==> src/design/lsch_pkg.sv <==
// ----------------------------------------------------------------------------
// lsch_pkg
// shared types and codes of the lottery scheduler
// ----------------------------------------------------------------------------
package lsch_pkg;

  // cell operation, broadcast to every cell of the row
  typedef enum logic [1:0] {
    OP_HOLD   = 2'd0,
    OP_REMOVE = 2'd1,
    OP_INSERT = 2'd2,
    OP_ROTATE = 2'd3
  } cell_op_t;

  // control group handed to the cell row
  typedef struct packed {
    cell_op_t op;
  } cell_ctl_t;

  // result status codes
  localparam logic [2:0] ST_WINNER  = 3'd0;
  localparam logic [2:0] ST_IDLE    = 3'd1;
  localparam logic [2:0] ST_RETRY   = 3'd2;
  localparam logic [2:0] ST_INSERTED = 3'd3;
  localparam logic [2:0] ST_BAD_ID  = 3'd4;

  // request types
  localparam logic REQ_INSERT = 1'b0;
  localparam logic REQ_DRAW   = 1'b1;

  // random span and divider width
  localparam int DIV_W = 32;
  localparam logic [31:0] RAND_SPAN = 32'h8000_0000;

  // controller states, one-hot
  typedef enum logic [7:0] {
    S_IDLE   = 8'b0000_0001,
    S_REMOVE = 8'b0000_0010,
    S_INSERT = 8'b0000_0100,
    S_SUM    = 8'b0000_1000,
    S_EVAL   = 8'b0001_0000,
    S_DIV1   = 8'b0010_0000,
    S_DIV2   = 8'b0100_0000,
    S_WALK   = 8'b1000_0000
  } state_t;

endpackage

==> src/design/lsch_cell.sv <==
// ----------------------------------------------------------------------------
// lsch_cell
// one slot of the sorted client row: holds one client and its tickets
// ----------------------------------------------------------------------------
module lsch_cell #(
  parameter int ID_W  = 6,
  parameter int TKT_W = 16
) (
  input  logic               clk,
  input  logic               rst_n,
  input  lsch_pkg::cell_ctl_t ctl,
  input  logic [ID_W-1:0]    key_id,
  input  logic [TKT_W-1:0]   key_tkt,
  input  logic               flag_in,
  output logic               flag_out,
  input  logic               l_valid,
  input  logic [ID_W-1:0]    l_id,
  input  logic [TKT_W-1:0]   l_tkt,
  input  logic               r_valid,
  input  logic [ID_W-1:0]    r_id,
  input  logic [TKT_W-1:0]   r_tkt,
  output logic               valid_o,
  output logic [ID_W-1:0]    id_o,
  output logic [TKT_W-1:0]   tkt_o
);

  logic             valid_r, valid_nxt;
  logic [ID_W-1:0]  id_r, id_nxt;
  logic [TKT_W-1:0] tkt_r, tkt_nxt;
  logic             hit, pred;

  // new key belongs in front of this slot
  assign pred = !valid_r || (tkt_r < key_tkt) || ((tkt_r == key_tkt) && (id_r > key_id));
  assign hit  = valid_r && (id_r == key_id);
  assign flag_out = (ctl.op == lsch_pkg::OP_REMOVE) ? (flag_in | hit) : pred;

  // slot update
  always_comb begin
    valid_nxt = valid_r;
    id_nxt    = id_r;
    tkt_nxt   = tkt_r;
    case (ctl.op)
      lsch_pkg::OP_REMOVE: begin
        if (flag_in || hit) begin
          valid_nxt = r_valid;
          id_nxt    = r_id;
          tkt_nxt   = r_tkt;
        end
      end
      lsch_pkg::OP_INSERT: begin
        if (flag_in) begin
          valid_nxt = l_valid;
          id_nxt    = l_id;
          tkt_nxt   = l_tkt;
        end else if (pred) begin
          valid_nxt = 1'b1;
          id_nxt    = key_id;
          tkt_nxt   = key_tkt;
        end
      end
      lsch_pkg::OP_ROTATE: begin
        valid_nxt = r_valid;
        id_nxt    = r_id;
        tkt_nxt   = r_tkt;
      end
      default: ;
    endcase
  end

  always_ff @(posedge clk) begin
    if (!rst_n) begin
      valid_r <= 1'b0;
    end else begin
      valid_r <= valid_nxt;
    end
    id_r  <= id_nxt;
    tkt_r <= tkt_nxt;
  end

  assign valid_o = valid_r;
  assign id_o    = id_r;
  assign tkt_o   = tkt_r;

endmodule

==> config.mk <==
export PLATFORM = sky130hd
export DESIGN_NAME = lsch_cell
export DESIGN_NICKNAME = d
export VERILOG_FILES = /design/src/design/lsch_pkg.sv /design/src/design/lsch_cell.sv
export SDC_FILE = /design/constraint.sdc
export NUM_CORES = 1
export LEC_CHECK = 0
export ABC_AREA = 1
export BUFFER_PORTS_ARGS = -buffer_cell sky130_fd_sc_hd__clkbuf_2
export CAP_MARGIN = 5
export CORE_ASPECT_RATIO = 1.25
export CORE_MARGIN = 3
export CORE_UTILIZATION = 45
export CTS_CLUSTER_DIAMETER = 50
export CTS_CLUSTER_SIZE = 12
export DETAILED_ROUTE_END_ITERATION = 8
export PLACE_DENSITY_LB_ADDON = 0.25
export SYNTH_ARGS = -nofsm -noshare
export SYNTH_HDL_FRONTEND = slang
export SYNTH_SLANG_ARGS = --single-unit
==> constraint.sdc <==
create_clock -name clk -period 2.3 [get_ports clk]
set_clock_uncertainty 0.05 [all_clocks]
set_input_delay 0.345 -clock clk [delete_from_list [all_inputs] [get_ports clk]]
set_output_delay 0.345 -clock clk [all_outputs]
set_load 0.01 [all_outputs]
# Yosys cells after proc, flatten, opt, wreduce, memory -nomap -nowiden
# Cells that the tools add are included.
[word_totals]
input_bits = 73
ff_bits = 23
[op_classes]
n_bitwise = 1
n_mux = 13
n_reduce_logical = 8
eq_ne = 7
magnitude_cmp = 2
[ops]
columns = ["cell", "n"]
rows = [
  ["two-way mux 16 bit", 3],
  ["one-hot mux 16 bit (3 select lines)", 1],
  ["two-way mux 6 bit", 3],
  ["one-hot mux 6 bit (3 select lines)", 1],
  ["== test 16 bit", 1],
  ["< comparator 16 bit", 1],
  ["== test 6 bit", 1],
  ["greater-than comparator 6 bit", 1],
  ["== test 2 bit, second input constant", 2],
  ["two-way mux 1 bit", 4],
  ["logical OR 1 bit", 3],
  ["!= test 3 bit, second input constant", 1],
  ["one-hot mux 1 bit (3 select lines)", 1],
  ["AND reduction 3 bit", 1],
  ["nonzero test 3 bit", 1],
  ["== test 2 x 1 -> 1 bit, second input constant", 1],
  ["logical AND 1 bit", 2],
  ["!= test 2 x 1 -> 1 bit, second input constant", 1],
  ["zero test 1 bit", 1],
  ["bitwise OR 1 bit", 1],
]

# Longest topological paths before layout
# Gate-level depths: netlist (run 1).
[depth]
depth_word = 6
depth_mapped = 15
depth_no_buf = 15

# Least setup slack after synthesis (run 1)
# OpenSTA, ideal clock, no wires.
[synth_timing]
path_type = "register to register"
startpoint = "reg tkt_r[15], in the netlist tkt_o[15]"
endpoint = "reg id_r[0], in the netlist id_o[0], enable pin"
required_ns = 1.873
stages_incl_launch_ff = 12
arrival_ns = 1.797
n_path_buf = 0
slack_ns = 0.076
synth_period_minus_slack_ns = 2.224
path_cell_list = "edfxtp_1 > ha_1 > nand2_1 > nor2_2 > nand2_1 > nor2_1 > nand2_1 > nand2_1 > nand2_2 > nand3_2 > nand2_1 > inv_1"
[synth_between]
elab_chain_len = 5
word_cells_on_any_way = 7
cone_classes = "order compare: 1; eq/ne: 2; reduce/logical: 4"
[synth_rtl]
columns = ["element", "line_no", "rtl"]
rows = [
  ["start, declared", "lsch_cell.sv:29", "logic [TKT_W-1:0] tkt_r, tkt_nxt;"],
  ["start signal, assigned", "lsch_cell.sv:77", "tkt_r <= tkt_nxt;"],
  ["< comparator 16 bit or == test 16 bit (tied branches)", "lsch_cell.sv:33", "assign pred = !valid_r || (tkt_r < key_tkt) || ((tkt_r == key_tkt) && (id_r > key_id));"],
  ["logical OR 1 bit or logical AND 1 bit (tied branches)", "lsch_cell.sv:33", ""],
  ["logical OR 1 bit (*)", "lsch_cell.sv:33", ""],
  ["!= test 3 bit (no source line) (*)", "-", ""],
  ["AND reduction 3 bit (no source line) (*)", "-", ""],
  ["end signal, assigned", "lsch_cell.sv:76", "id_r <= id_nxt;"],
  ["end, declared", "lsch_cell.sv:28", "logic [ID_W-1:0] id_r, id_nxt;"],
]
# Every way passes the cells marked *; elsewhere a longest branch is shown, timed or not.
# A chain may end at the register's enable or synchronous reset.

# Worst setup path after layout (run 1)
[layout_timing]
startpoint = "reg tkt_r[13], in the netlist tkt_o[13]"
endpoint = "out flag_out"
[layout_between]
elab_chain_len = 4
word_cells_on_any_way = 6
cone_classes = "order compare: 1; eq/ne: 1; mux: 1; reduce/logical: 3"
[layout_rtl]
columns = ["element", "line_no", "rtl"]
rows = [
  ["< comparator 16 bit or == test 16 bit (tied branches)", "lsch_cell.sv:33", ""],
  ["logical OR 1 bit or logical AND 1 bit (tied branches)", "lsch_cell.sv:33", ""],
  ["logical OR 1 bit (*)", "lsch_cell.sv:33", ""],
  ["two-way mux 1 bit (*)", "lsch_cell.sv:35", "assign flag_out = (ctl.op == lsch_pkg::OP_REMOVE) ? (flag_in | hit) : pred;"],
  ["end, declared", "lsch_cell.sv:15", "output logic flag_out,"],
]
# Marks and branches as above.

==> results of run 1 <==
power groups by stage:
stage	Combinational (mW)	Clock, mW	Sequential (mW)
final	0.434	0.255	0.536
after global placement	0.354	0	0.537
after floorplan	0.188	0	0.555
after CTS	0.367	0.266	0.528
after global routing	0.492	0.281	0.540
after detailed placement	0.362	0	0.538
logic make-up after synthesis:
group | share of synthesized area [%]
buffers and inverters | 9.42
AOI/OAI and AO/OA | 10.7
muxes | 0.619
and+or+nand+nor | 26.7
DFF | 37.4
adders and majority gates | 15.1
path summary, 6_finish.rpt:
path | startpoint | slack [ns] | to
worst min register to register | valid_o | 0.50 | valid_o
worst max register to register | id_o[3] | 0.21 | id_o[3]
worst min-delay path | rst_n | 0.23 | valid_o
worst max-delay path | tkt_o[13] | 0.01 | flag_out
cells in the final DEF (no fill, tap or decap):
cell type / synthesis / routed
clkbuf_2: 0 / 95
nand2_1: 82 / 76
inv_1: 31 / 30
nor2_1: 31 / 28
a31oi_1: 22 / 22
edfxtp_1: 22 / 22
buf_4: 0 / 17
ha_1: 22 / 11
ha_4: 0 / 11
nand2_2: 3 / 8
a21oi_1: 8 / 8
inv_2: 3 / 4
nor2_2: 2 / 4
nand3_1: 3 / 3
clkbuf_8: 0 / 3
o21ai_0: 2 / 2
nand2_4: 0 / 1
a21o_1: 1 / 1
nand4_1: 1 / 1
nor2_4: 0 / 1
clkinv_1: 1 / 1
nand3_2: 1 / 1
mux2_4: 0 / 1
clkinv_2: 0 / 1
buf_6: 0 / 1
dfxtp_1: 1 / 1
tightest hold or removal path: cells and delay by family:
family                 cells  cell delay, ns
buffers and inverters      1            0.08
and+or+nand+nor            2            0.08
per-layer routing:
layer  wire length, um  GRT usage (%)
met1              2020           21.0
met2              2500           34.2
met3               413           4.83
met4                25           2.87
met5                 0              0
through the flow:
| step | utilization (%) | setup WS (ns) | cell area, um2 | total power [mW] | instances |
|---|---|---|---|---|---|
| finish | 69.7 | 0.00991 | 2680 | 1.23 | 408 |
| global route | 69.7 | -0.0929 | 2680 | 1.31 | 408 |
| floorplan | - | 0.0759 | 1820 | 0.743 | 246 |
| detailed placement | 61.9 | 0.170 | 2380 | 0.899 | 393 |
| global placement | 61.9 | 0.184 | 2380 | 0.891 | 393 |
| CTS | 63.3 | 0.00619 | 2440 | 1.16 | 398 |
layout make-up:
| type | instances | area, um2 |
|---|---|---|
| clock inverters | 1 | 5.00 |
| repair buffers | 113 | 614 |
| fillers | 346 | 1160 |
| inverters | 35 | 131 |
| clock buffers | 3 | 41.3 |
| well taps | 54 | 67.6 |
| flip-flops and latches | 23 | 681 |
| multi-input cells | 179 | 1140 |
sequential cells by signal (all words and copies together) (netlist names):
signal	count
tkt_o	16
id_o	6
valid_o	1
what timing repair did:
item,4_1_cts,5_1_grt
pin swaps,0,11
endpoints found under the hold margin,0,0
resized for setup,1,23
buffers inserted,1,10
setup endpoints to repair,1,1
==> run summary, run 1 <==
Run status = finished, final reports clean
Critical path buffers and inverters = 2
Via density = 4.85
Fmax = 437 MHz
Hold path depth = 3
Switching share of power = 31.5%
Detail Route Antenna Nets = 0
Die width = 62.9 um
Crit Path Class = register to output pin
Distinct cell type count of the synthesized netlist = 20
Hold crit path type = input port to register
Syn. warnings = 0
# DRC = 0
Switching pwr = 386 uW
Setup_tns = 0 ns
Hold_ws = 0.229 ns
Number of placement rows = 25
Worst slew pin tran = 0.254 ns
Sequential power share = 43.7%
1st-iter DRT viols = 70
RSZ-0062 raised after global routing = yes
#FFs+latches synth = 23
CP required = 1.90 ns
CP top delay family = simple AND/OR/NAND/NOR gates
CP Launch Type = register
Fraction of layout cells with a size suffix above 1 = 41.8%
Power density over the cells = 457 nW/um2
Clock sink count = 23
CP Capture Type = output pin
Clk slew on worst S/H paths = 0.09 ns
Critical path's slowest cell = edfxtp_1
CP peak stage delay = 0.44 ns
Crit Path Max Fanout = 2
PortBufs = 96
Slew Viols, Final = 0
Core Area = 3850 um2
Cell taking the most area after synthesis = edfxtp_1
N_diodes = 0
Clock Tree Root = clkbuf_8
Largest cells by area after synthesis = edfxtp_1, nand2_1, ha_1
CTS HTree Levels = 1
Leakage = 1.40 nW
Vias = 1979
Post-detailed-route wirelength per cell = 12.2 um
Largest net degree at the start of global routing = 27
Die area = 4850 um2
Synthesized area per cell = 7.40 um2
Initial core utilization = 47.3%
Max_cap viols = 0
Global Route Usage Sum = 18.4%
Total gr overflow = 0
CP most frequent cell = nand2_1
Ports = 97
Final setup violation count = 0
CTS buffer count = 3
DR pass1 iterations = 4
CP cell instances = ha_4, nand2_1, nor2_2, nand2_2, inv_1, nand2_1, nand2_2, nand2_1, mux2_4, buf_6
Post-synthesis sequential area ratio = 37.4%
Clock latency on the worst-skew pair = 0.26 ns
Asr flop ratio synth = 0%
Clk buf depth = 2
Post-synth EDFFs = 22
Most used DFF post-synth = edfxtp_1
Final Hold Vio Count = 0
GPL Wtd Cong = 0.781
First-pass GRT wire length = 7450 um
Top post-synthesis cells by count = nand2_1, inv_1, nor2_1
Final min period = 2.29 ns
Arr. time, crit path = 1.90 ns
Syn Nets = 341
Period utilisation layout = 99.6%
Slew HR = 83.1%
Layout area overhead = 47.4%
Maximum vdd ir drop = 0.325 mV
Top-count cell post-synth = nand2_1
Number of global-route vias before repair = 1822
Stages on the worst setup path = 10
Initial antenna violation count = 0
Combinational power share = 35.4%
Total Wirelength = 4960 um
HPWL after DPL = 3660 um
Mapped Area = 1820 um2
Clk pwr share = 20.8%
Post-CTS Hold Buffers = 0
Int Pwr = 840 uW
Cells on worst reg2reg path = 11
Nets = 450
Share of the synthesized area in the top cell type = 36.3%
CTS tree = yes
Die height = 77.1 um
Synth Instances = 246
Power figures use the tool's default switching activity.
==> run 2, diff against run 1 <==
Settings changed: RECOVER_POWER set to 25.
==> run 2 against run 1 <==
Cell count did not move. Utilization down 0.098 points. Final area decreased by 0.14%. Sequential share of layout area about the same. Sequential power is essentially flat. Setup slack better by 0.00074 ns. Critical path depth did not move. Power hardly changed. Fmax hardly changed. First-iteration DRC count up 4.3%. Global-route usage unchanged. Clock power about the same. Largest power group unchanged.
==> run summary, run 2 (same netlist as run 1, synthesis figures left out) <==
Run status = finished, final reports clean
Largest register FFs = 16 (unchanged)
Post-route insts no fill = 408 (unchanged)
Post-detailed-route wirelength per cell = 12.2 um (+0.48%)
Total Wirelength = 4980 um (+0.48%)
CTS HTree Levels = 1 (unchanged)
Layout area overhead = 47.1%
Final setup violation count = 0 (unchanged)
Max_cap viols = 0 (unchanged)
Ports = 97 (unchanged)
CP Capture Type = output pin
Arr. time, crit path = 1.89 ns (about the same)
Initial core utilization = 47.3% (unchanged)
Slew Viols, Final = 0 (unchanged)
Slew HR = 32.0% (-51 points)
Via density = 4.88 (+0.56%)
Crit Path Max Fanout = 2 (unchanged)
Clock sink count = 23 (unchanged)
Critical path origin = tkt_o[13]
Crit Path Class = register to output pin
First-pass GRT wire length = 7450 um (unchanged)
Clock latency on the worst-skew pair = 0.26 ns (about the same)
Largest net degree at the start of global routing = 27 (unchanged)
CP required = 1.90 ns (about the same)
Detail Route Antenna Nets = 0 (unchanged)
Core Area = 3850 um2 (unchanged)
RSZ-0062 raised after global routing = yes
Clk buf depth = 2 (unchanged)
Initial antenna violation count = 0 (unchanged)
Hold crit path type = input port to register
Final min period = 2.29 ns (-0.000737 ns)
Worst slew pin tran = 1.02 ns (+0.766 ns)
Power density over the cells = 458 nW/um2 (+0.16%)
Die height = 77.1 um (unchanged)
Die area = 4850 um2 (unchanged)
Clk slew on worst S/H paths = 0.09 ns (about the same)
Flop-to-flop setup slack = 0.21 ns (about the same)
Nets = 450 (unchanged)
Global Route Usage Sum = 18.4% (unchanged)
Fmax = 437 MHz (about the same)
Number of global-route vias before repair = 1822 (unchanged)
Fraction of layout cells with a size suffix above 1 = 41.5% (-0.28 points)
Vias = 1990 (+0.56%)
DR pass1 iterations = 4 (unchanged)
R2R Path Start = id_o[3]
HPWL after DPL = 3660 um (unchanged)
1st-iter DRT viols = 73 (+4.3%)
Period utilisation layout = 99.5% (about the same)
CP Launch Type = register
N_diodes = 0 (unchanged)
DP Cell Count = 393 (unchanged)
Clock Tree Root = clkbuf_8
PortBufs = 96 (unchanged)
Hold_ws = 0.228 ns (-0.000723 ns)
CTS buffer count = 3 (unchanged)
Fillers = 346 (unchanged)
# DRC = 0 (unchanged)
Maximum vdd ir drop = 0.326 mV (+0.37%)
CTS tree = yes
Number of placement rows = 25 (unchanged)
GPL Wtd Cong = 0.781 (unchanged)
Leakage = 1.40 nW (-0.28%)
Commonest non-fill, non-tap cell in the layout = clkbuf_2
Cells on worst reg2reg path = 11 (unchanged)
Final Hold Vio Count = 0 (unchanged)
Total gr overflow = 0 (unchanged)
R2R Path End = tkt_o[10]
Commonest non-fill, non-tap cells in the layout = clkbuf_2, nand2_1, inv_1
Die width = 62.9 um (unchanged)
Worst setup path end = flag_out
-- run 2: cell types whose count changed in the layout (fill, tap and decap cells not counted), sizes merged --
cell | before | now
clkbuf | 98 | 99
buf | 18 | 17
-- run 2: worst min path at each step --
stage	from	to	slack, ns	cells past startpoint
floorplan	rst_n	valid_o	0.42	2
CTS	rst_n	valid_o	0.23	3
detailed placement	valid_o	valid_o	0.48	2
finish	rst_n	valid_o	0.23	3
global placement	valid_o	valid_o	0.49	2
global route	rst_n	valid_o	0.23	3
-- run 2: report_power, final --
group	switching (mW)	internal, mW
registers	0.0285	0.508
clock network	0.135	0.121
logic	0.223	0.210
-- run 2: timing repair --
item / in CTS / in global routing
hold endpoints to repair: 0 / 0
hold buffers: 0 / 0
setup endpoints to repair: 1 / 1
pin swaps: 0 / 11
buffers inserted: 1 / 10
resized for setup: 1 / 23
-- run 2: worst max-delay path, cell delays in order (launching register included) --
cell and delay [ns]:
edfxtp_1 0.44, ha_4 0.30, nand2_1 0.06, nor2_2 0.14, nand2_2 0.08, inv_1 0.05
nand2_1 0.05, nand2_2 0.07, nand2_1 0.06, mux2_4 0.26, buf_6 0.12
-- run 2: layout make-up --
cell class | instances | area (um2) | share of cell area (%)
Multi-Input combinational cell | 179 | 1140 | 42.6
Sequential cell | 23 | 681 | 25.4
Clock inverter | 1 | 5.00 | 0.187
Inverter | 35 | 131 | 4.90
Timing Repair Buffer | 113 | 611 | 22.8
Tap cell | 54 | 67.6 | 2.52
Clock buffer | 3 | 41.3 | 1.54
-- run 2: routing by layer --
layer  track usage [%]  part of all wire [%]
met1              21.0                    41
met2              34.2                    50
met3              4.83                   7.9
met4              2.87                  0.50
met5                 0                     0
-- run 2: through the flow --
stage	utilization, %	power, mW	setup WS [ns]	area (um2)	TNS, ns
2_1_floorplan	-	0.743	0.0759	1820	0
3_3_place_gp	61.9	0.891	0.184	2380	0
3_5_place_dp	61.9	0.899	0.170	2380	0
4_1_cts	63.3	1.16	0.00619	2440	0
5_1_grt	69.6	1.31	-0.0929	2680	-0.0929
6_report	69.6	1.23	0.0106	2680	0
