$ cat src/design/lsch_pkg.sv
// ----------------------------------------------------------------------------
// lsch_pkg
// shared types and codes of the lottery scheduler
// ----------------------------------------------------------------------------
package lsch_pkg;

  // cell operation, broadcast to every cell of the row
  typedef enum logic [1:0] {
    OP_HOLD   = 2'd0,
    OP_REMOVE = 2'd1,
    OP_INSERT = 2'd2,
    OP_ROTATE = 2'd3
  } cell_op_t;

  // control group handed to the cell row
  typedef struct packed {
    cell_op_t op;
  } cell_ctl_t;

  // result status codes
  localparam logic [2:0] ST_WINNER  = 3'd0;
  localparam logic [2:0] ST_IDLE    = 3'd1;
  localparam logic [2:0] ST_RETRY   = 3'd2;
  localparam logic [2:0] ST_INSERTED = 3'd3;
  localparam logic [2:0] ST_BAD_ID  = 3'd4;

  // request types
  localparam logic REQ_INSERT = 1'b0;
  localparam logic REQ_DRAW   = 1'b1;

  // random span and divider width
  localparam int DIV_W = 32;
  localparam logic [31:0] RAND_SPAN = 32'h8000_0000;

  // controller states, one-hot
  typedef enum logic [7:0] {
    S_IDLE   = 8'b0000_0001,
    S_REMOVE = 8'b0000_0010,
    S_INSERT = 8'b0000_0100,
    S_SUM    = 8'b0000_1000,
    S_EVAL   = 8'b0001_0000,
    S_DIV1   = 8'b0010_0000,
    S_DIV2   = 8'b0100_0000,
    S_WALK   = 8'b1000_0000
  } state_t;

endpackage

$ cat src/design/lsch_div.sv
// ----------------------------------------------------------------------------
// lsch_div
// restoring divider, one quotient bit per cycle
// ----------------------------------------------------------------------------
module lsch_div (
  input  logic                       clk,
  input  logic                       rst_n,
  input  logic                       start,
  input  logic [lsch_pkg::DIV_W-1:0] dividend,
  input  logic [lsch_pkg::DIV_W-1:0] divisor,
  output logic                       done,
  output logic [lsch_pkg::DIV_W-1:0] quot,
  output logic [lsch_pkg::DIV_W-1:0] rem
);

  localparam int W   = lsch_pkg::DIV_W;
  localparam int CW  = $clog2(W) + 1;

  logic [W-1:0]  quot_r, quot_nxt;
  logic [W-1:0]  rem_r, rem_nxt;
  logic [W-1:0]  dsr_r;
  logic [CW-1:0] cnt_r, cnt_nxt;
  logic          run_r, run_nxt, done_r, done_nxt;
  logic [W:0]    trial, shifted;

  // one trial subtract a cycle
  always_comb begin
    shifted  = {rem_r, quot_r[W-1]};
    trial    = shifted - {1'b0, dsr_r};
    quot_nxt = quot_r;
    rem_nxt  = rem_r;
    cnt_nxt  = cnt_r;
    run_nxt  = run_r;
    done_nxt = 1'b0;
    if (start) begin
      quot_nxt = dividend;
      rem_nxt  = '0;
      cnt_nxt  = '0;
      run_nxt  = 1'b1;
    end else if (run_r) begin
      if (!trial[W]) begin
        rem_nxt  = trial[W-1:0];
        quot_nxt = {quot_r[W-2:0], 1'b1};
      end else begin
        rem_nxt  = shifted[W-1:0];
        quot_nxt = {quot_r[W-2:0], 1'b0};
      end
      cnt_nxt = cnt_r + 1'b1;
      if (cnt_r == CW'(W - 1)) begin
        run_nxt  = 1'b0;
        done_nxt = 1'b1;
      end
    end
  end

  always_ff @(posedge clk) begin
    if (!rst_n) begin
      run_r  <= 1'b0;
      done_r <= 1'b0;
    end else begin
      run_r  <= run_nxt;
      done_r <= done_nxt;
    end
    quot_r <= quot_nxt;
    rem_r  <= rem_nxt;
    cnt_r  <= cnt_nxt;
    if (start) begin
      dsr_r <= divisor;
    end
  end

  assign done = done_r;
  assign quot = quot_r;
  assign rem  = rem_r;

endmodule
$ cat config.mk
export PLATFORM = sky130hd
export DESIGN_NAME = lsch_div
export DESIGN_NICKNAME = d
export VERILOG_FILES = /design/src/design/lsch_pkg.sv /design/src/design/lsch_div.sv
export SDC_FILE = /design/constraint.sdc
export NUM_CORES = 1
export LEC_CHECK = 0
export BUFFER_PORTS_ARGS = -buffer_cell sky130_fd_sc_hd__buf_2
export CAP_MARGIN = 0
export CORE_AREA = 5 5 127 129
export CTS_BUF_LIST = sky130_fd_sc_hd__clkbuf_4
export DETAILED_ROUTE_END_ITERATION = 8
export DIE_AREA = 0 0 132 134
export GPL_TIMING_DRIVEN = 0
export PLACE_DENSITY = 0.65
export SYNTH_ARGS = -nofsm -noshare
export SYNTH_HDL_FRONTEND = slang
export SYNTH_SLANG_ARGS = --single-unit
$ cat constraint.sdc
create_clock -name clk -period 3.25 [get_ports clk]
set_clock_uncertainty 0.05 [all_clocks]
set_input_delay 0.325 -clock clk [delete_from_list [all_inputs] [get_ports clk]]
set_output_delay 0.325 -clock clk [all_outputs]
set_load 0.02 [all_outputs]
======== Word-level counts from Yosys, hierarchy flattened ========
Index checks and enable logic that the tools add are counted.
cells by class
  divide/modulo/power cells ............... 0
  eq/ne operators ......................... 1
  multiplexer cells ....................... 8
  $add $sub $neg .......................... 2
  multipliers ............................. 0
  reductions and logical operators ........ 2
  shifts and indexed selects .............. 0
  order comparisons ....................... 0
  bitwise gates (word level) .............. 2
operator list
  kind                                                                    number
  32-bit 2-to-1 mux                                                       3
  33-bit by 32-bit subtractor with 33-bit output                          1
  6-bit by 1-bit adder with 6-bit output (second input constant)          1
  6-bit by 5-bit equality test with 1-bit output (second input constant)  1
  1-bit 2-to-1 mux                                                        5
  3-bit OR reduction                                                      1
  1-bit inverter                                                          2
  2-bit nonzero test                                                      1
storage, ports and cells
  memory bits (read-only) ................. 0
  register bits after elaboration ......... 104
  memories kept ........................... 0
  bits in latches ......................... 0
  word-level logic and storage cells ...... 21
  memory bits (writable) .................. 0

======== Longest topological paths before layout ========
Gate-level depths: netlist of the first run.
  word-level depth ........................ 4
  gate-level depth with buffers ........... 15
  gate-level depth less buffers ........... 13

======== Least setup slack after synthesis of the first run ========
No wires, ideal clock.
  kind .................................... register -> register
  start point ............................. reg quot_r[31] (netlist: quot[31])
  end point ............................... reg rem_r[1] (netlist: rem[1])
  library setup time ...................... 127 ps
  arrival ................................. 3,069 ps
  stages on the path, launching flop included .. 15
  required time ........................... 3,073 ps
  slack ................................... 4 ps
  cell sequence ........................... edfxtp_1 > inv_1 > ha_1 > fa_1 > and2b_1 > o31ai_1 > and3_1 > o31a_1 > nor2_4 > a21oi_2 > o21ai_2 > xor2_1 > buf_6 > nor3_1 > or3_1
between the ends
  word-level cells in the longest chain between the ends .. 2
ends and longest elaborated chain
  what                                            line            text
  from (decl)                                     lsch_div.sv:19  logic [W-1:0] quot_r, quot_nxt;
  from (signal assigned)                          lsch_div.sv:64  quot_r <= quot_nxt;
  33-bit by 32-bit subtractor with 33-bit output  lsch_div.sv:29  trial = shifted - {1'b0, dsr_r};
  32-bit 2-to-1 mux                               lsch_div.sv:41  if (!trial[W]) begin
  to (signal assigned)                            lsch_div.sv:65  rem_r <= rem_nxt;
  to (decl)                                       lsch_div.sv:20  logic [W-1:0] rem_r, rem_nxt;
Every way passes these cells.
A chain may end at the register's enable or synchronous reset.

======== Worst setup path after layout of the first run ========
  start point ............................. reg quot_r[31] (netlist: quot[31])
  end point ............................... reg rem_r[25] (netlist: rem[25])
The elaborated chain is that of the path after synthesis.

==> results by stage, run 1 <==
Status:
- The flow ran to the end, but the final reports show violations.
- The checks that failed: negative setup slack.

CTS:
- Counting the buffers created by CTS gives 9.
- The clock tree synthesis step divided the H-tree into 3 levels.
- The clock transition at the registers of the reported paths is approximately 180 ps.
- The worst-skew pair later-pin latency is about 500 ps.
- The clock tree from TritonCTS is built.
- The master cell of the clock root buffer is clkbuf_4.
- The maximum buffer depth of the clock tree is 2.
- The clock drives 104 sinks.

Synth:
- Yosys mapped the design onto 53 distinct sky130hd cell types.
- Of the synthesized area, sequential elements account for 0.469.
- Yosys printed 0 warnings.
- Counting flops with an async set or reset pin after synthesis yields a share of 0.
- In this run the cell area of the synthesized design comes to 5800 sq um.
- The mean cell area of the mapped netlist is 10.6 sq um.
- For this run, the leading register cell type out of synthesis is edfxtp_1.
- When the netlist entered floorplanning its net count stood at ~650.
- The most used standard cell by instance count after synthesis is edfxtp_1.
- The top cell type's share of synthesized area is 0.331.
- The biggest area consumer among synthesized cells is edfxtp_1.
- The number of synthesized register bits is 104.
- The synthesized instance count is between 500 and 600.
- Counting instances in the post-synthesis netlist gives the leading cell types as edfxtp_1, nor2_1, dfxtp_1, inv_1, ha_1.
- Counting flops with a built-in enable in the synthesized netlist gives 64.
- By area the synthesized netlist is led by edfxtp_1, dfxtp_1, ha_1.

Cells and area:
- The total non-filler cell area in the finished layout is 7460 sq um.
- The number of filler cells placed in the layout is 1338.
- Relative to the synthesized area, the layout overhead comes to 28.6%.
- The final-stage net count is 836.
- The share of cells above drive strength 1 is 0.312.
- Excluding fillers, the count of instances in the completed layout stands at 929.

Route:
- The DRC violations left is 0.
- The detail route stage leaves a number of antenna-violating nets equal to 0.
- The number of optimization iterations in the first detailed-route pass is 5.
- The number of DRC violations after detailed-routing iteration 0 is between 200 and 300.
- Using the TritonRoute via totals, the vias-per-cell ratio works out to slightly above 5.
- After detailed routing, the average wire length per cell comes to 15.4 microns.
- The aggregate routed wire length is between 10000 and 15000 microns.
- The total number of vias is 4748.

Timing:
- The final cycle utilization of the critical path is 1.03.
- Setup repair after global routing could not meet its margin everywhere.
- Measured against its own limit, the worst slew margin works out to 0.423.
- For the pin with the worst max-slew slack, the measured transition is a little under 900 ps.
- Once routing completed, OpenROAD measured the worst setup slack at -107 ps.
- The worst path in the final design needs a cycle of roughly 3400 ps, including I/O delays and setup.
- Setup violations remaining at the end of the flow were counted as 27.
- The number of hold violations in the final report is 0.
- For this run, the top clock speed supported by timing is slightly below 300 MHz.
- The sum of negative setup slack is -1600 ps.
- The final number of max-transition violations is 0.

Global routing:
- Entering global routing, the biggest net connects 36 pins.
- The first global-routing pass estimated about 23000 microns of wire.
- The initial antenna violation count is 0.
- Summed over all layers, the global routing overflow is 0.
- The via count of the first global-routing pass is 4710.
- The total routing resource utilization after global routing is 0.158.

Job:
- The tool flagged a number of max-cap violations equal to 0.

Worst setup path:
- The type of element launching the critical path is a flip-flop.
- The critical path arrival is 3670 ps.
- The critical path is of the flip-flop to flip-flop type.
- The maximum fanout along the worst path is 7.
- STA classifies the critical path endpoint as a flip-flop.
- STA puts the critical path data required time at 3570 ps.

Pwr:
- In this run the power density over the cells is 486 nW/um^2.
- For this design the static power due to leakage is roughly 3.2 nW.
- IR analysis of the VDD net gives a maximum drop of 0.206 mV.

Placed design:
- The congestion estimate from routability-driven global placement came to 0.950.
- In this run the cell area measured after placement is ~6700 sq um.
- The count of port buffers added during placement is 131.
- The number of placed instances, taps included, is 864.
- The HPWL after detailed placement is just over 10000 microns.

Floorplan:
- In this run the count of I/O pins placed on the die edge is 132.
- The floorplan step defined a die boundary enclosing 17700 sq um.
- The effective utilization at floorplan is 0.389.
- Measured along the y axis, the die boundary spans 134 microns.
- The initialized floorplan defines 45 standard-cell rows.
- Measured along the x axis, the die boundary spans 132 microns.
- After floorplanning, the core was sized to cover roughly 15000 sq um.

Hold path:
- The worst hold path belongs to the class input port to flip-flop.
-- critical path: stages (launching register included) --
cell	delay [ps]
edfxtp_1	430
inv_1	70
ha_2	190
fa_2	340
and2b_2	260
o31ai_4	60
and3_4	190
o31a_1	320
nor2_4	170
a21oi_4	80
o21ai_2	180
xor2_2	200
buf_6	200
buf_12	140
mux2i_2	240
a211oi_2	90
-- sequential cells by signal (all words and copies together) (netlist names) --
| register | count |
|---|---|
| cnt_r | 6 |
| done | 1 |
| dsr_r | 32 |
| quot | 32 |
| rem | 32 |
| run_r | 1 |
-- timing repair --
action,in CTS,in global routing
pin swaps,26,23
hold buffers,33,0
cloned,2,1
endpoints found under the hold margin,33,0
endpoints found under the setup margin,33,33
resized for setup,9,21
buffers inserted,9,6
-- cells by family after synthesis --
kind of cell / share of synthesized area
compound gates: 0.132
simple gates: 0.109
xor+xnor: 0.0513
flops: 0.469
buf+inv: 0.0541
mux: 0.110
fa+ha+maj: 0.0746
-- worst paths after layout --
| path | startpoint | to | slack (ps) | depth (start not counted) |
|---|---|---|---|---|
| worst max-delay path | quot[31]$_DFFE_PP_ | rem[25]$_SDFFE_PP0P_ | -110 | 15 |
| worst min-delay path | dividend[17] | quot[17]$_DFFE_PP_ | 50 | 2 |
| worst max register to register | quot[31]$_DFFE_PP_ | rem[25]$_SDFFE_PP0P_ | -110 | 15 |
| worst min register to register | cnt_r[5]$_SDFFE_PP0P_ | done$_SDFF_PP0_ | 470 | 1 |
-- power by group --
part,switching [mW],leakage (nW),internal [mW]
clock,0.475,0.0856,0.252
combinational,0.684,2.17,0.591
sequential,0.0871,0.965,1.54
total,1.25,3.22,2.38
-- through the flow --
stage	setup WS (ps)	hold WS, ps	util	power, mW
after floorplan	3.60	374	-	2.46
after global placement	-284	427	0.449	2.74
after detailed placement	-347	437	0.449	2.77
after CTS	-48.5	27.5	0.490	3.59
after global routing	-237	18.9	0.500	3.84
final	-107	54.9	0.500	3.63
-- cell type report --
class | instances | area (sq um) | share of cell area
tap | 188 | 235 | 0.0315
inverter | 40 | 150 | 0.0201
multi-input combinational | 373 | 2900 | 0.389
clock buffer | 9 | 67.6 | 0.00905
buffer | 28 | 164 | 0.0220
sequential | 104 | 2720 | 0.365
timing repair buffer | 179 | 1130 | 0.152
clock inverter | 7 | 88.8 | 0.0119
antenna | 1 | 2.50 | 0.000335
-- placed cells by master (no fill, tap or decap), types with 4 or more instances in the layout --
| cell type | n |
|---|---|
| buf_2 | 132 |
| edfxtp_1 | 64 |
| nor2_1 | 55 |
| inv_1 | 40 |
| dfxtp_1 | 40 |
| dlygate4sd3_1 | 33 |
| mux2_2 | 32 |
| ha_1 | 32 |
| a21oi_1 | 31 |
| a211oi_1 | 25 |
| mux2i_1 | 25 |
| clkbuf_1 | 22 |
| nand2_1 | 21 |
| xnor2_1 | 21 |
| o21ai_0 | 14 |
| xor2_1 | 12 |
| buf_4 | 12 |
| nand4_1 | 9 |
| clkbuf_4 | 9 |
| nand3_1 | 8 |
| a21o_1 | 8 |
| o21a_1 | 5 |
| o211ai_1 | 5 |
| and3_1 | 4 |
| buf_12 | 4 |
| nor3b_1 | 4 |
| nor3_1 | 4 |
| a211oi_2 | 4 |
-- metal layers --
| metal | up-vias | global-route usage | part of all wire |
|---|---|---|---|
| met2 | 120 | 0.259 | 0.48 |
| met5 | - | 0 | 0 |
| met4 | 0 | 0.0486 | 0.014 |
| met3 | 18 | 0.0473 | 0.062 |
| li1 | 2368 | - | - |
| met1 | 2242 | 0.202 | 0.44 |
No activity file was read; power rests on OpenSTA's default activity.
==> run 2, diff against run 1 <==
Settings changed: CORE_AREA 5 5 127 129 to 5 5 109 121, DIE_AREA 0 0 132 134 to 0 0 114 126, PLACE_DENSITY 0.65 to 0.78.
==> run 2 against run 1 <==
The flow still finishes with violations (negative setup slack). Setup slack improved by 96 ps. Total power decreased by 2.5%. Core utilization increased by 12 points. Routed wire length about the same. Combinational power about the same. Clock-buffer cell count unchanged. First-iteration DRC count decreased by 11%. Flip-flop and latch count unchanged. Global-route usage increased by 3.6 points. Sequential power about the same. Clock power decreased by 11%. Largest cell class unchanged. Highest routed layer unchanged.
==> results by stage, run 2 (synthesized netlist as in run 1, its figures left out) <==
Hold path:
- For hold timing, the worst endpoint is quot[23]$_DFFE_PP_.
- The worst hold path was traced through 2 stages.
- The tightest min-delay check is of the input port to flip-flop type.
- The hold path startpoint is dividend[23].

Route:
- The number of optimization iterations in the first detailed-route pass is 4.
- The number of antenna-violating nets in the routed design is 0.
- The total number of vias is 4808.
- After detailed routing, the average wire length per cell comes to 16.0 microns.
- After detailed routing, the number of remaining DRC violations is 0.
- After detailed routing, the total wire length is 14300 microns.
- After detailed routing, the number of vias per cell comes to 5.40.
- The number of DRC violations after detailed-routing iteration 0 is between 200 and 250.

Timing:
- The final number of max-transition violations is 0.
- Setup repair after global routing could not meet its margin everywhere.
- The post-route worst hold slack is 57.2 ps.
- The worst max-slew margin expressed relative to the limit is 0.441.
- The time the final worst path needs with I/O delays and setup is 3260 ps.
- At the pin with the least slew margin, the transition time is 838 ps.
- After routing, the total negative slack on setup checks comes to -10.4 ps.
- The maximum clock rate is 307 MHz.
- The final count of negative-setup-slack endpoints is 1.
- The final cycle utilization of the critical path is 1.00.
- The number of hold violations in the final report is 0.
- The setup slack after layout is -10.4 ps.

Cells and area:
- The top cell types in the final layout, fill and taps aside, are buf_2, edfxtp_1, nor2_1.
- Leaving out fill and tap cells, the most frequent cell in the layout is buf_2.
- The final non-filler cell total is 890.
- The final-stage net count is around 830.
- The share of cells above drive strength 1 is 0.299.
- The area growth from synthesis to layout is 26.1%.
- 0 antenna diodes ended up in the layout.

Worst setup path:
- In this run the critical register-to-register path is captured at rem[4]$_SDFFE_PP0P_.
- The setup check on the worst reg-to-reg path leaves a slack of -10 ps.
- The critical path is of the flip-flop to flip-flop type.
- In this run the critical register-to-register path is launched from quot[31]$_DFFE_PP_.
- Along the worst path, the maximum fanout reaches 10.
- STA classifies the critical path endpoint as a flip-flop.
- The data required time at the worst endpoint is roughly 3600 ps.
- The type of element launching the critical path is a flip-flop.
- The critical path arrival is 3590 ps.
- The worst register-to-register path has a depth of 15.
- In this run the worst setup path begins at quot[31]$_DFFE_PP_.

CTS:
- The number of buffers created by CTS is 9.
- No sink is reached through more buffers than the 2 on the longest clock path.
- Counting every sink on the clock net gives 104.
- The clock tree from TritonCTS is built.
- The worst-skew pair later-pin latency is ~500 ps.
- Clock-pin slew was measured on the worst setup and hold paths at 180 ps.
- The level count of the clock H-tree is 3.
- The tree is rooted in a clkbuf_4.

Placed design:
- Detailed placement finished with a half-perimeter wire length of 10100 microns.
- The final estimated routing congestion in global placement is 0.939.
- The number of cells in the design after placement is 830.
- Input and output buffers added on the ports amount to 131.

Floorplan:
- The area of the die is 14400 sq um.
- The chip width is ~110 microns.
- From bottom edge to top edge, the die measures 126 microns.
- Pin placement for this block handled 132 I/O pins.
- The core area is 11800 sq um.
- The initial utilization of the core area, before any placement, comes to 0.491.
- The floorplan has 42 rows.

Global routing:
- The total overflow left after global routing is 0.
- The via count of the first global-routing pass was 4844.
- Across every metal layer, demand over resource in global routing totals 0.194.
- The wire length of the first global-routing pass is 22600 microns.
- The initial antenna violation count was 0.
- Entering global routing, the biggest net connects 36 pins.

Pwr:
- In this run the power density over the cells is 483 nW/um^2.
- In this run the static leakage power is ~3.2 nW.
- The share of total power dissipated in sequential elements is 0.459.
- The switching part of the total is 0.353.
- Of the total power, combinational logic draws 0.359.
- The internal power of the cells is ~2.3 mW.
- The total chip power is 3.54 mW.
- Summed over all nets, the switching power comes to approximately 1.2 mW.
- The clock power share is 0.182.
- The peak supply drop is 0.311 mV.

Job:
- Max-cap violations in this run came to 0.

Status:
- The flow ran to the end, but the final reports show violations.
- The final reports fail on negative setup slack.
run 2: metal layers:
metal / part of all wire / up-vias / GRT usage
met5: 0 / - / 0
met2: 0.49 / 184 / 0.328
li1: - / 2367 / -
met1: 0.41 / 2227 / 0.229
met4: 0.023 / 0 / 0.0790
met3: 0.081 / 30 / 0.0571
run 2: timing repair:
item | 4_1_cts | 5_1_grt
setup buffers | 7 | 3
resized for setup | 7 | 14
endpoints found under the hold margin | 34 | 0
pin swaps | 7 | 10
gates cloned | 1 | 1
endpoints found under the setup margin | 33 | 33
hold buffers | 33 | 0
run 2: cell type report:
class | count | area, sq um
Clock buffer | 9 | 67.6
Tap cell | 154 | 193
Fill cell | 963 | 4510
Clock inverter | 7 | 60.1
Multi-Input combinational cell | 373 | 2870
Buffer | 28 | 164
Sequential cell | 104 | 2720
Timing Repair Buffer | 175 | 1090
Inverter | 40 | 150
run 2: how the worst max path moves through the flow:
stage | to | cells past startpoint
3_5_place_dp | rem[4]$_SDFFE_PP0P_ | 15
5_1_grt | rem[0]$_SDFFE_PP0P_ | 15
3_3_place_gp | rem[20]$_SDFFE_PP0P_ | 15
2_1_floorplan | rem[1]$_SDFFE_PP0P_ | 14
4_1_cts | rem[4]$_SDFFE_PP0P_ | 15
6_report | rem[4]$_SDFFE_PP0P_ | 15
run 2: power groups by stage:
stage               clock network, mW  logic, mW  registers (mW)
floorplan                           0      0.727            1.74
global placement                    0       1.09            1.64
detailed placement                  0       1.11            1.65
CTS                             0.667       1.19            1.62
global route                    0.718       1.38            1.64
finish                          0.645       1.27            1.62
run 2: metrics by stage:
step | instance area, sq um | util | setup slack (ps)
6_report | 7320 | 0.619 | -10.4
5_1_grt | 7320 | 0.619 | -152
4_1_cts | 7200 | 0.609 | 9.91
3_5_place_dp | 6650 | 0.563 | -332
3_3_place_gp | 6650 | 0.563 | -251
2_1_floorplan | 5800 | - | 3.60
run 2: critical path: stages (launching register included):
cell      delay (ps)
edfxtp_1         390
inv_1             50
ha_2             190
fa_2             350
and2b_1          240
o31ai_2           70
and3_1           170
o31a_1           330
nor2_4           150
a21oi_4           80
o21ai_2          170
xor2_2           210
buf_6            190
buf_12           160
mux2i_2          230
a211oi_2         100
